--- config.mk ---
export PLATFORM = sky130hd
export DESIGN_NAME = tmi_seq
export DESIGN_NICKNAME = d
export VERILOG_FILES = /design/src/rtl/tmi_pkg.sv /design/src/rtl/tmi_seq.sv
export SDC_FILE = /design/constraint.sdc
export NUM_CORES = 1
export LEC_CHECK = 0
export ABC_AREA = 0
export BUFFER_PORTS_ARGS = -buffer_cell sky130_fd_sc_hd__buf_4
export CORE_ASPECT_RATIO = 0.8
export CORE_UTILIZATION = 30
export DETAILED_ROUTE_END_ITERATION = 10
export PLACE_DENSITY = 0.53
export SLEW_MARGIN = 25
export SYNTH_ARGS = -nofsm -noshare
export SYNTH_HDL_FRONTEND = slang
export SYNTH_SLANG_ARGS = --single-unit
--- constraint.sdc ---
create_clock -name clk_i -period 3.15 [get_ports clk_i]
set_input_delay 0.63 -clock clk_i [delete_from_list [all_inputs] [get_ports clk_i]]
set_output_delay 0.63 -clock clk_i [all_outputs]
set_load 0.01 [all_outputs]
--- src/rtl/tmi_pkg.sv ---
// tmi_pkg: shared types and constants for the tape machine interpreter.
// Holds the word structs, the datapath action codes and the datapath flags seen by the sequencer.
// No dependencies.
package tmi_pkg;

  // Sizes
  localparam int TAPE_CELLS = 32768;
  localparam int PROG_DEPTH = 4096;
  localparam int CELL_W     = 32;

  localparam int TAPE_AW = $clog2(TAPE_CELLS);
  localparam int PROG_AW = $clog2(PROG_DEPTH);
  localparam int PC_W    = PROG_AW + 1;   // holds 0 .. PROG_DEPTH
  localparam int DP_W    = TAPE_AW;

  // Instruction bytes
  localparam logic [7:0] OP_RIGHT = 8'h3E;  // >
  localparam logic [7:0] OP_LEFT  = 8'h3C;  // <
  localparam logic [7:0] OP_PLUS  = 8'h2B;  // +
  localparam logic [7:0] OP_MINUS = 8'h2D;  // -
  localparam logic [7:0] OP_PUT   = 8'h2E;  // .
  localparam logic [7:0] OP_GET   = 8'h2C;  // ,
  localparam logic [7:0] OP_OPEN  = 8'h5B;  // [
  localparam logic [7:0] OP_CLOSE = 8'h5D;  // ]

  // Command field values
  localparam logic CMD_LOAD = 1'b0;
  localparam logic CMD_STEP = 1'b1;

  typedef enum logic [1:0] {
    ERR_NONE    = 2'd0,
    ERR_PTR     = 2'd1,
    ERR_BRACKET = 2'd2
  } err_e;

  typedef struct packed {
    logic              command;
    logic [7:0]        program_byte;
    logic              last_byte;
    logic signed [7:0] input_char;
  } tmi_in_t;

  typedef struct packed {
    logic       out_valid;
    logic [7:0] out_char;
    logic       input_used;
    logic       halted;
    logic [1:0] error_code;
  } tmi_out_t;

  // Datapath actions, one per control word
  typedef enum logic [4:0] {
    ACT_NONE,
    ACT_LATCH,
    ACT_LOAD,
    ACT_RD_OP,
    ACT_DP_INC,
    ACT_DP_DEC,
    ACT_CELL_INC,
    ACT_CELL_DEC,
    ACT_PUT_CHAR,
    ACT_GET_CHAR,
    ACT_SCAN_FWD,
    ACT_SCAN_BWD,
    ACT_SCAN_STEP,
    ACT_SCAN_DEPTH,
    ACT_PC_MATCH,
    ACT_PC_INC,
    ACT_SET_HALT,
    ACT_ERR_PTR,
    ACT_ERR_BR,
    ACT_EMIT
  } act_e;

  // Datapath flags seen by the sequencer
  typedef struct packed {
    logic       clr_busy;
    logic       halted;
    logic       pc_end;
    logic       dp_last;
    logic       dp_first;
    logic       cell_zero;
    logic       scan_end;
    logic       no_match;
    logic [7:0] opcode;
  } tmi_stat_t;

endpackage

--- src/rtl/tmi_seq.sv ---
// tmi_seq: microcode sequencer. Micro-PC, control store, opcode dispatch.
// Depends on tmi_pkg.
module tmi_seq (
  input  logic               clk_i,
  input  logic               rst_ni,
  input  logic               in_valid_i,
  input  logic               in_cmd_i,
  input  logic               out_busy_i,
  input  tmi_pkg::tmi_stat_t stat_i,
  output logic               ready_o,
  output tmi_pkg::act_e      act_o
);

  typedef enum logic [1:0] {
    W_NONE,
    W_ACCEPT,
    W_OUT
  } wait_e;

  typedef enum logic [3:0] {
    C_NEVER,
    C_ALWAYS,
    C_IN_STEP,
    C_HALTED,
    C_PC_END,
    C_PC_LT_END,
    C_DISPATCH,
    C_DP_LAST,
    C_DP_FIRST,
    C_CELL_NZ,
    C_CELL_Z,
    C_SCAN_END,
    C_NO_MATCH
  } cond_e;

  typedef struct packed {
    tmi_pkg::act_e act;
    wait_e         wt;
    cond_e         cond;
    logic [4:0]    target;
  } uword_t;

  // micro addresses
  localparam logic [4:0] U_IDLE     = 5'd0;
  localparam logic [4:0] U_LOAD     = 5'd1;
  localparam logic [4:0] U_CHK      = 5'd2;
  localparam logic [4:0] U_RD       = 5'd3;
  localparam logic [4:0] U_DISP     = 5'd4;
  localparam logic [4:0] U_RIGHT    = 5'd5;
  localparam logic [4:0] U_RIGHT_GO = 5'd6;
  localparam logic [4:0] U_LEFT     = 5'd7;
  localparam logic [4:0] U_LEFT_GO  = 5'd8;
  localparam logic [4:0] U_PLUS     = 5'd9;
  localparam logic [4:0] U_MINUS    = 5'd10;
  localparam logic [4:0] U_PUT      = 5'd11;
  localparam logic [4:0] U_GET      = 5'd12;
  localparam logic [4:0] U_OPEN     = 5'd13;
  localparam logic [4:0] U_OPEN_GO  = 5'd14;
  localparam logic [4:0] U_CLOSE    = 5'd15;
  localparam logic [4:0] U_CLOSE_GO = 5'd16;
  localparam logic [4:0] U_SCAN     = 5'd17;
  localparam logic [4:0] U_SCAN_CHK = 5'd18;
  localparam logic [4:0] U_FOUND    = 5'd19;
  localparam logic [4:0] U_ADV      = 5'd20;
  localparam logic [4:0] U_PCCHK    = 5'd21;
  localparam logic [4:0] U_HALT     = 5'd22;
  localparam logic [4:0] U_ERR_PTR  = 5'd23;
  localparam logic [4:0] U_ERR_BR   = 5'd24;
  localparam logic [4:0] U_EMIT     = 5'd25;

  function automatic uword_t uw(tmi_pkg::act_e a, wait_e w, cond_e c, logic [4:0] t);
    uword_t r;
    r.act    = a;
    r.wt     = w;
    r.cond   = c;
    r.target = t;
    return r;
  endfunction

  // control store
  function automatic uword_t ucode(logic [4:0] addr);
    uword_t r;
    unique case (addr)
      U_IDLE:     r = uw(tmi_pkg::ACT_LATCH,      W_ACCEPT, C_IN_STEP,   U_CHK);
      U_LOAD:     r = uw(tmi_pkg::ACT_LOAD,       W_NONE,   C_ALWAYS,    U_EMIT);
      U_CHK:      r = uw(tmi_pkg::ACT_NONE,       W_NONE,   C_HALTED,    U_EMIT);
      U_RD:       r = uw(tmi_pkg::ACT_RD_OP,      W_NONE,   C_PC_END,    U_HALT);
      U_DISP:     r = uw(tmi_pkg::ACT_NONE,       W_NONE,   C_DISPATCH,  U_ADV);
      U_RIGHT:    r = uw(tmi_pkg::ACT_NONE,       W_NONE,   C_DP_LAST,   U_ERR_PTR);
      U_RIGHT_GO: r = uw(tmi_pkg::ACT_DP_INC,     W_NONE,   C_ALWAYS,    U_ADV);
      U_LEFT:     r = uw(tmi_pkg::ACT_NONE,       W_NONE,   C_DP_FIRST,  U_ERR_PTR);
      U_LEFT_GO:  r = uw(tmi_pkg::ACT_DP_DEC,     W_NONE,   C_ALWAYS,    U_ADV);
      U_PLUS:     r = uw(tmi_pkg::ACT_CELL_INC,   W_NONE,   C_ALWAYS,    U_ADV);
      U_MINUS:    r = uw(tmi_pkg::ACT_CELL_DEC,   W_NONE,   C_ALWAYS,    U_ADV);
      U_PUT:      r = uw(tmi_pkg::ACT_PUT_CHAR,   W_NONE,   C_ALWAYS,    U_ADV);
      U_GET:      r = uw(tmi_pkg::ACT_GET_CHAR,   W_NONE,   C_ALWAYS,    U_ADV);
      U_OPEN:     r = uw(tmi_pkg::ACT_NONE,       W_NONE,   C_CELL_NZ,   U_ADV);
      U_OPEN_GO:  r = uw(tmi_pkg::ACT_SCAN_FWD,   W_NONE,   C_ALWAYS,    U_SCAN);
      U_CLOSE:    r = uw(tmi_pkg::ACT_NONE,       W_NONE,   C_CELL_Z,    U_ADV);
      U_CLOSE_GO: r = uw(tmi_pkg::ACT_SCAN_BWD,   W_NONE,   C_NEVER,     U_SCAN);
      U_SCAN:     r = uw(tmi_pkg::ACT_SCAN_STEP,  W_NONE,   C_SCAN_END,  U_ERR_BR);
      U_SCAN_CHK: r = uw(tmi_pkg::ACT_SCAN_DEPTH, W_NONE,   C_NO_MATCH,  U_SCAN);
      U_FOUND:    r = uw(tmi_pkg::ACT_PC_MATCH,   W_NONE,   C_ALWAYS,    U_PCCHK);
      U_ADV:      r = uw(tmi_pkg::ACT_PC_INC,     W_NONE,   C_NEVER,     U_PCCHK);
      U_PCCHK:    r = uw(tmi_pkg::ACT_NONE,       W_NONE,   C_PC_LT_END, U_EMIT);
      U_HALT:     r = uw(tmi_pkg::ACT_SET_HALT,   W_NONE,   C_ALWAYS,    U_EMIT);
      U_ERR_PTR:  r = uw(tmi_pkg::ACT_ERR_PTR,    W_NONE,   C_ALWAYS,    U_EMIT);
      U_ERR_BR:   r = uw(tmi_pkg::ACT_ERR_BR,     W_NONE,   C_NEVER,     U_EMIT);
      U_EMIT:     r = uw(tmi_pkg::ACT_EMIT,       W_OUT,    C_ALWAYS,    U_IDLE);
      default:    r = uw(tmi_pkg::ACT_NONE,       W_NONE,   C_ALWAYS,    U_IDLE);
    endcase
    return r;
  endfunction

  // opcode -> routine; anything else just advances pc
  function automatic logic [4:0] dispatch(logic [7:0] op);
    logic [4:0] r;
    unique case (op)
      tmi_pkg::OP_RIGHT: r = U_RIGHT;
      tmi_pkg::OP_LEFT:  r = U_LEFT;
      tmi_pkg::OP_PLUS:  r = U_PLUS;
      tmi_pkg::OP_MINUS: r = U_MINUS;
      tmi_pkg::OP_PUT:   r = U_PUT;
      tmi_pkg::OP_GET:   r = U_GET;
      tmi_pkg::OP_OPEN:  r = U_OPEN;
      tmi_pkg::OP_CLOSE: r = U_CLOSE;
      default:           r = U_ADV;
    endcase
    return r;
  endfunction

  logic [4:0] upc_q, upc_d;
  uword_t     uword;
  logic       accept;
  logic       stall;
  logic       taken;

  assign uword   = ucode(upc_q);
  assign ready_o = (upc_q == U_IDLE) && !stat_i.clr_busy;
  assign accept  = in_valid_i && ready_o;

  always_comb begin
    unique case (uword.wt)
      W_ACCEPT: stall = !accept;
      W_OUT:    stall = out_busy_i;
      default:  stall = 1'b0;
    endcase
  end

  always_comb begin
    unique case (uword.cond)
      C_ALWAYS:    taken = 1'b1;
      C_IN_STEP:   taken = (in_cmd_i == tmi_pkg::CMD_STEP);
      C_HALTED:    taken = stat_i.halted;
      C_PC_END:    taken = stat_i.pc_end;
      C_PC_LT_END: taken = !stat_i.pc_end;
      C_DP_LAST:   taken = stat_i.dp_last;
      C_DP_FIRST:  taken = stat_i.dp_first;
      C_CELL_NZ:   taken = !stat_i.cell_zero;
      C_CELL_Z:    taken = stat_i.cell_zero;
      C_SCAN_END:  taken = stat_i.scan_end;
      C_NO_MATCH:  taken = stat_i.no_match;
      default:     taken = 1'b0;
    endcase
  end

  always_comb begin
    priority if (stall) begin
      upc_d = upc_q;
    end else if (uword.cond == C_DISPATCH) begin
      upc_d = dispatch(stat_i.opcode);
    end else if (taken) begin
      upc_d = uword.target;
    end else begin
      upc_d = upc_q + 5'd1;
    end
  end

  assign act_o = stall ? tmi_pkg::ACT_NONE : uword.act;

  always_ff @(posedge clk_i or negedge rst_ni) begin
    if (!rst_ni) begin
      upc_q <= U_IDLE;
    end else begin
      upc_q <= upc_d;
    end
  end

endmodule

==> summary.txt, run 1 <==
Status
  • Status: complete, no violations

Yosys
  • Post-synth ARST share: 1.000
  • Top cells by area, synth: dfrtp_1, ha_1, a21oi_1
  • Synth top area share: 0.1005
  • Post-Synthesis Net Count: 205
  • Synthesized area: 0.001245 mm2
  • Syn_area_per_cell: 7.034 um2
  • Top FF cell, synth: dfrtp_1
  • Post-synth top cells: a21oi_1, nand2_1, nand3_1, nor2_1
  • Post-synth EDFFs: 0
  • Yosys warnings: 0
  • Gate Count Post-Synth: 177
  • Post-synth top area cell: dfrtp_1
  • Sequential share of the synthesized area: 0.1005
  • Seq cells post-synth: 5
  • Synth unique cells: 57

Setup path
  • Crit Path Class: flip-flop to flip-flop
  • Max incr delay on CP: ~0.47 ns
  • CP startpoint kind: flip-flop
  • Crit. End Element: flip-flop
  • Worst EP required: 3.25 ns
  • Crit path cell chain: ha_2 > ha_1 > nor2b_1 > a221oi_4 > o21bai_1 > mux2i_1 > a32oi_2 > nand2_2 > a2111oi_0 > nor3_1
  • Worst path arrival time: roughly 3.0 ns
  • CP max stage cell: a221oi_4
  • CP Max Fanout: 8
  • RR Startpoint: upc_q[0]
  • Worst Setup SP: upc_q[0]

STA
  • RSZ-0062 raised after global routing: false
  • Slew of the pin with the lowest slew margin: 0.4391 ns
  • Fin crit share: 0.9129
  • Final setup vio count: 0
  • Tmin final: 2.876 ns
  • Worst Skew: 0.004862 ns
  • Max Fclk: 347.8 MHz
  • Post-route worst setup slack: 0.2744 ns
  • Slew HR: 0.7073
  • Max-slew violations: 0
  • Setup_tns: 0 ns
  • Final hold vios: 0

Routing
  • Detail Route Antenna Nets: 0
  • Via density: 5.521
  • Final wirelength: 3633 um
  • 1st-iter DRT viols: 129
  • WL/cell: 13.92 um
  • Drt pass-1 iters: 4
  • DRC Markers: 0
  • Via count: 1,441

Clock tree
  • H-tree Lvls: 1
  • CTS Buffer Depth: 2
  • CTS Hold Bufs: 0
  • Worst-Skew Late Latency: 0.23 ns
  • Post-CTS Setup Repair Bufs: 0
  • CTS clk-pin slew, worst paths: 0.04 ns
  • Post-CTS Resized: 0
  • Root buf cell: clkbuf_8
  • CTS tree: done
  • Clock Sinks: 5
  • Number of buffers inserted during clock tree synthesis: 3

Hold path
  • Tightest Hold Check Type: input port to asynchronous set/reset pin

Floorplanning
  • Row cnt: 20
  • Die span in x: about 74 um
  • Die height: 59.62 um
  • Core area: 0.003879 mm2
  • Top Ports: 27
  • Starting Density: 0.3210
  • Die ar.: 0.004413 mm2

Layout
  • Biggest regs: upc_q (5)
  • Largest Register: upc_q
  • Final core occ: 0.4084
  • Share of post-route cells with drive strength above 1: 0.2621
  • Finished Layout Cells: between 200 and 300
  • Inserted Diodes: 0
  • Largest register FFs: 5
  • P&R area growth vs syn: 27.24%
  • Nets: 235

Power
  • Maximum vdd drop: between 0.0003 and 0.0004 V
  • Pwr dens: 1198 mW/mm2
  • P_leak: slightly below 0.7 nW

GRT
  • Initial antenna violation count: 0
  • Largest net degree at the start of global routing: 23
  • GRT Residual Overflow: 0
  • Vias in the first global route: between 1,000 and 1,500
  • Total global-route track usage: 0.1754
  • Global-route wire length before repair: 5865 um

Place
  • Detail Placement HPWL: 2831 um
  • Place WS: 0.2105 ns
  • RD Place Congestion: about 0.90
  • Port bufs: 26
  • Placed Cells: 257

Job
  • Max-cap violations: 0
==> cells in the final DEF (no fill, tap or decap), drive strengths merged, types with 2 or more instances in the layout <==
cell type / instances
a2111oi: 2
a211oi: 2
a21o: 2
a21oi: 17
a31oi: 2
buf: 39
clkbuf: 4
dfrtp: 5
ha: 7
inv: 10
mux2i: 8
nand2: 18
nand2b: 2
nand3: 16
nor2: 11
nor2b: 5
nor3: 7
nor3b: 2
nor4bb: 2
o211ai: 5
o21ai: 10
o22ai: 2
or2: 2
xor2: 2
==> metal layers <==
| layer | track usage | part of all wire | wire (um) |
|---|---|---|---|
| met1 | 0.2656 | 0.47 | 1690 |
| met3 | 0.03571 | 0.076 | 275 |
| met4 | 0.04670 | 0.0096 | 35 |
| met5 | 0 | 0 | 0 |
| met2 | 0.2468 | 0.45 | 1632 |
==> critical path, delay by kind of cell, from the launching register on <==
family / cells / cell delay, ns
muxes: 1 / 0.09
adders and majority gates: 2 / 0.46
DFF: 1 / 0.46
AOI/OAI and AO/OA: 4 / 1.31
and+or+nand+nor: 3 / 0.40
==> power by group <==
group | internal [mW] | leakage (nW) | switching (mW) | total [mW]
logic | 0.718 | 0.609 | 0.867 | 1.58
registers | 0.107 | 0.0599 | 0.0843 | 0.191
clock network | 0.0871 | 0.0228 | 0.0346 | 0.122
total | 0.912 | 0.692 | 0.985 | 1.90
==> final timing paths <==
path	depth (start not counted)	to	slack [ns]
setup / recovery	10	upc_q[4]	0.27
hold / removal	1	upc_q[1]	0.20
setup reg to reg	10	upc_q[4]	0.27
hold reg to reg	2	upc_q[0]	0.76
max in group asynchronous	1	upc_q[2]	2.84
min in group clk_i	2	upc_q[0]	0.76
==> logic make-up (layout without fill, tap and decap cells) <==
family | count (synthesis) | count (layout) | synth area share
buf+inv | 24 | 53 | 0.08642
flops | 5 | 5 | 0.1005
xor+xnor | 3 | 3 | 0.02111
compound gates | 56 | 56 | 0.3216
simple gates | 73 | 73 | 0.3176
mux | 9 | 9 | 0.08241
fa+ha+maj | 7 | 7 | 0.07035
==> through the flow <==
step | hold slack (ns) | total power [mW] | cell area, um2
after detailed placement | 0.4399 | 1.752 | 1536
final | 0.1992 | 1.898 | 1584
after global routing | 0.2003 | 2.085 | 1584
after global placement | 0.4383 | 1.756 | 1536
after CTS | 0.2011 | 1.883 | 1582
after floorplan | 0.3344 | 1.339 | 1245
==> cell type report <==
class	count	area, um2
Clock buffer	4	45.04
Fill cell	396	2295
Inverter	10	37.54
Multi-Input combinational cell	148	1015
Sequential cell	5	125.1
Tap cell	55	68.82
Timing Repair Buffer	39	292.8
Power figures use the tool's default switching activity.
==> inputs of run 2 (changes only) <==
--- a/config.mk
+++ b/config.mk
@@ -8,9 +8,9 @@
 export ABC_AREA = 0
 export BUFFER_PORTS_ARGS = -buffer_cell sky130_fd_sc_hd__buf_4
 export CORE_ASPECT_RATIO = 0.8
-export CORE_UTILIZATION = 30
+export CORE_UTILIZATION = 45
 export DETAILED_ROUTE_END_ITERATION = 10
-export PLACE_DENSITY = 0.53
+export PLACE_DENSITY = 0.72
 export SLEW_MARGIN = 25
 export SYNTH_ARGS = -nofsm -noshare
 export SYNTH_HDL_FRONTEND = slang
==> constraint.sdc (replaced) <==
create_clock -name clk_i -period 3.56 [get_ports clk_i]
set_input_delay 0.712 -clock clk_i [delete_from_list [all_inputs] [get_ports clk_i]]
set_output_delay 0.712 -clock clk_i [all_outputs]
set_load 0.01 [all_outputs]
==> summary.txt, run 2 (synthesis gave the netlist of run 1 again) <==
Clock tree
  • Post-CTS Resized: 0
  • Post-CTS Setup Repair Bufs: 0
  • H-tree Lvls: 1
  • Clock Sinks: 5
  • CTS Buffer Depth: 2
  • Number of buffers inserted during clock tree synthesis: 3
  • CTS tree: done
  • CTS Hold Bufs: 0
  • Worst-Skew Late Latency: 0.25 ns
  • Root buf cell: clkbuf_4
  • CTS clk-pin slew, worst paths: ~0.05 ns

Setup path
  • Delay-heaviest family, CP: compound AO/OA/AOI/OAI gates
  • Worst EP required: 3.67 ns
  • CP startpoint kind: flip-flop
  • CP Max Fanout: 14
  • Crit Path Class: flip-flop to flip-flop
  • Worst path arrival time: 3.26 ns
  • Crit. End Element: flip-flop
  • Max incr delay on CP: 0.53 ns
  • Crit path cell chain: inv_1 > ha_1 > nand2b_1 > o21ai_0 > o22ai_2 > xor2_1 > a32oi_2 > nand2_2 > a2111oi_0 > nor3_1
  • CP max stage cell: dfrtp_1
  • Sum of buffers and inverters on the critical path: 1

Place
  • Port bufs: 26
  • Detail Placement HPWL: 2567 um
  • RD Place Congestion: 0.9567

Routing
  • 1st-iter DRT viols: 100
  • WL/cell: ~15 um
  • Drt pass-1 iters: 4
  • Via density: 6.021
  • Final wirelength: ~3500 um
  • Detail Route Antenna Nets: 0
  • Via count: between 1,000 and 1,500
  • DRC Markers: 0

Status
  • Status: complete, no violations

Layout
  • Inserted Diodes: 0
  • Largest register FFs: 5
  • Most frequent cells in the layout: buf_4, nand2_1, a21oi_1, nand3_1, nor2_1
  • Share of post-route cells with drive strength above 1: 0.2273
  • Most common cell after layout, fill and taps aside: buf_4
  • P&R area growth vs syn: 18.79%
  • Nets: around 230
  • Biggest regs: upc_q (5)
  • Largest Register: upc_q

Power
  • Power, Total: 1.573 mW
  • P_leak: 0.6468 nW
  • Pwr dens: about 1100 mW/mm2
  • Maximum vdd drop: 0.0005598 V

GRT
  • Largest net degree at the start of global routing: 21
  • GRT Residual Overflow: 0
  • Vias in the first global route: 1,304
  • Global-route wire length before repair: 5768 um
  • Total global-route track usage: 0.2509
  • Initial antenna violation count: 0

STA
  • Max-slew violations: 0
  • Slew HR: 0.5961
  • Final hold vios: 0
  • Max Fclk: 317.3 MHz
  • Worst Skew: 0.005394 ns
  • Final setup vio count: 0
  • Slew of the pin with the lowest slew margin: 0.6058 ns
  • Tmin final: 3.152 ns
  • Fin crit share: 0.8853
  • Setup_tns: 0 ns
  • RSZ-0062 raised after global routing: false

Hold path
  • Tightest Hold Check Type: input port to asynchronous set/reset pin

Floorplanning
  • Die ar.: around 0.0030 mm2
  • Core area: 0.002542 mm2
  • Die span in x: 60.81 um
  • Row cnt: 16
  • Starting Density: 0.4897
  • Top Ports: 27
  • Die height: between 40 and 50 um

Job
  • Max-cap violations: 0
==> run 2: routing by layer <==
layer,GRT usage,vias up,part of all wire
met5,0,-,0
met4,0.07197,0,0.011
met3,0.05305,4,0.077
met2,0.3773,63,0.46
met1,0.3566,641,0.45
li1,-,701,-
==> run 2: final timing paths <==
path,startpoint,endpoint,slack (ns),cells after the start
setup / recovery,upc_q[0],upc_q[4],0.41,10
hold / removal,rst_ni,upc_q[0],0.26,1
setup reg to reg,upc_q[0],upc_q[4],0.41,10
hold reg to reg,upc_q[1],upc_q[1],0.73,2
max in group asynchronous,rst_ni,upc_q[1],3.18,1
min in group clk_i,upc_q[1],upc_q[1],0.73,2
==> run 2: where the power goes <==
part           internal, mW  switching, mW  leakage, nW
clock                0.0425         0.0254       0.0150
combinational         0.588          0.704        0.572
sequential           0.0932          0.120       0.0599
==> run 2: area by class of cell <==
| type | count | area, um2 |
|---|---|---|
| repair buffers | 31 | 232.7 |
| well taps | 36 | 45.04 |
| inverters | 10 | 37.54 |
| clock buffers | 4 | 26.28 |
| fillers | 249 | 1064 |
| flip-flops and latches | 5 | 125.1 |
| multi-input cells | 148 | 1012 |
==> run 2: metrics by stage <==
step	cell area (um2)	util	worst slack, ns	std cells	hold WS (ns)
3_3_place_gp	1453	0.5714	0.6319	230	0.5211
4_1_cts	1479	0.5817	0.4479	234	0.2541
3_5_place_dp	1453	0.5714	0.4632	230	0.5206
2_1_floorplan	1245	-	0.9704	177	0.4164
6_report	1479	0.5817	0.4085	234	0.2585
5_1_grt	1479	0.5817	0.1371	234	0.2470
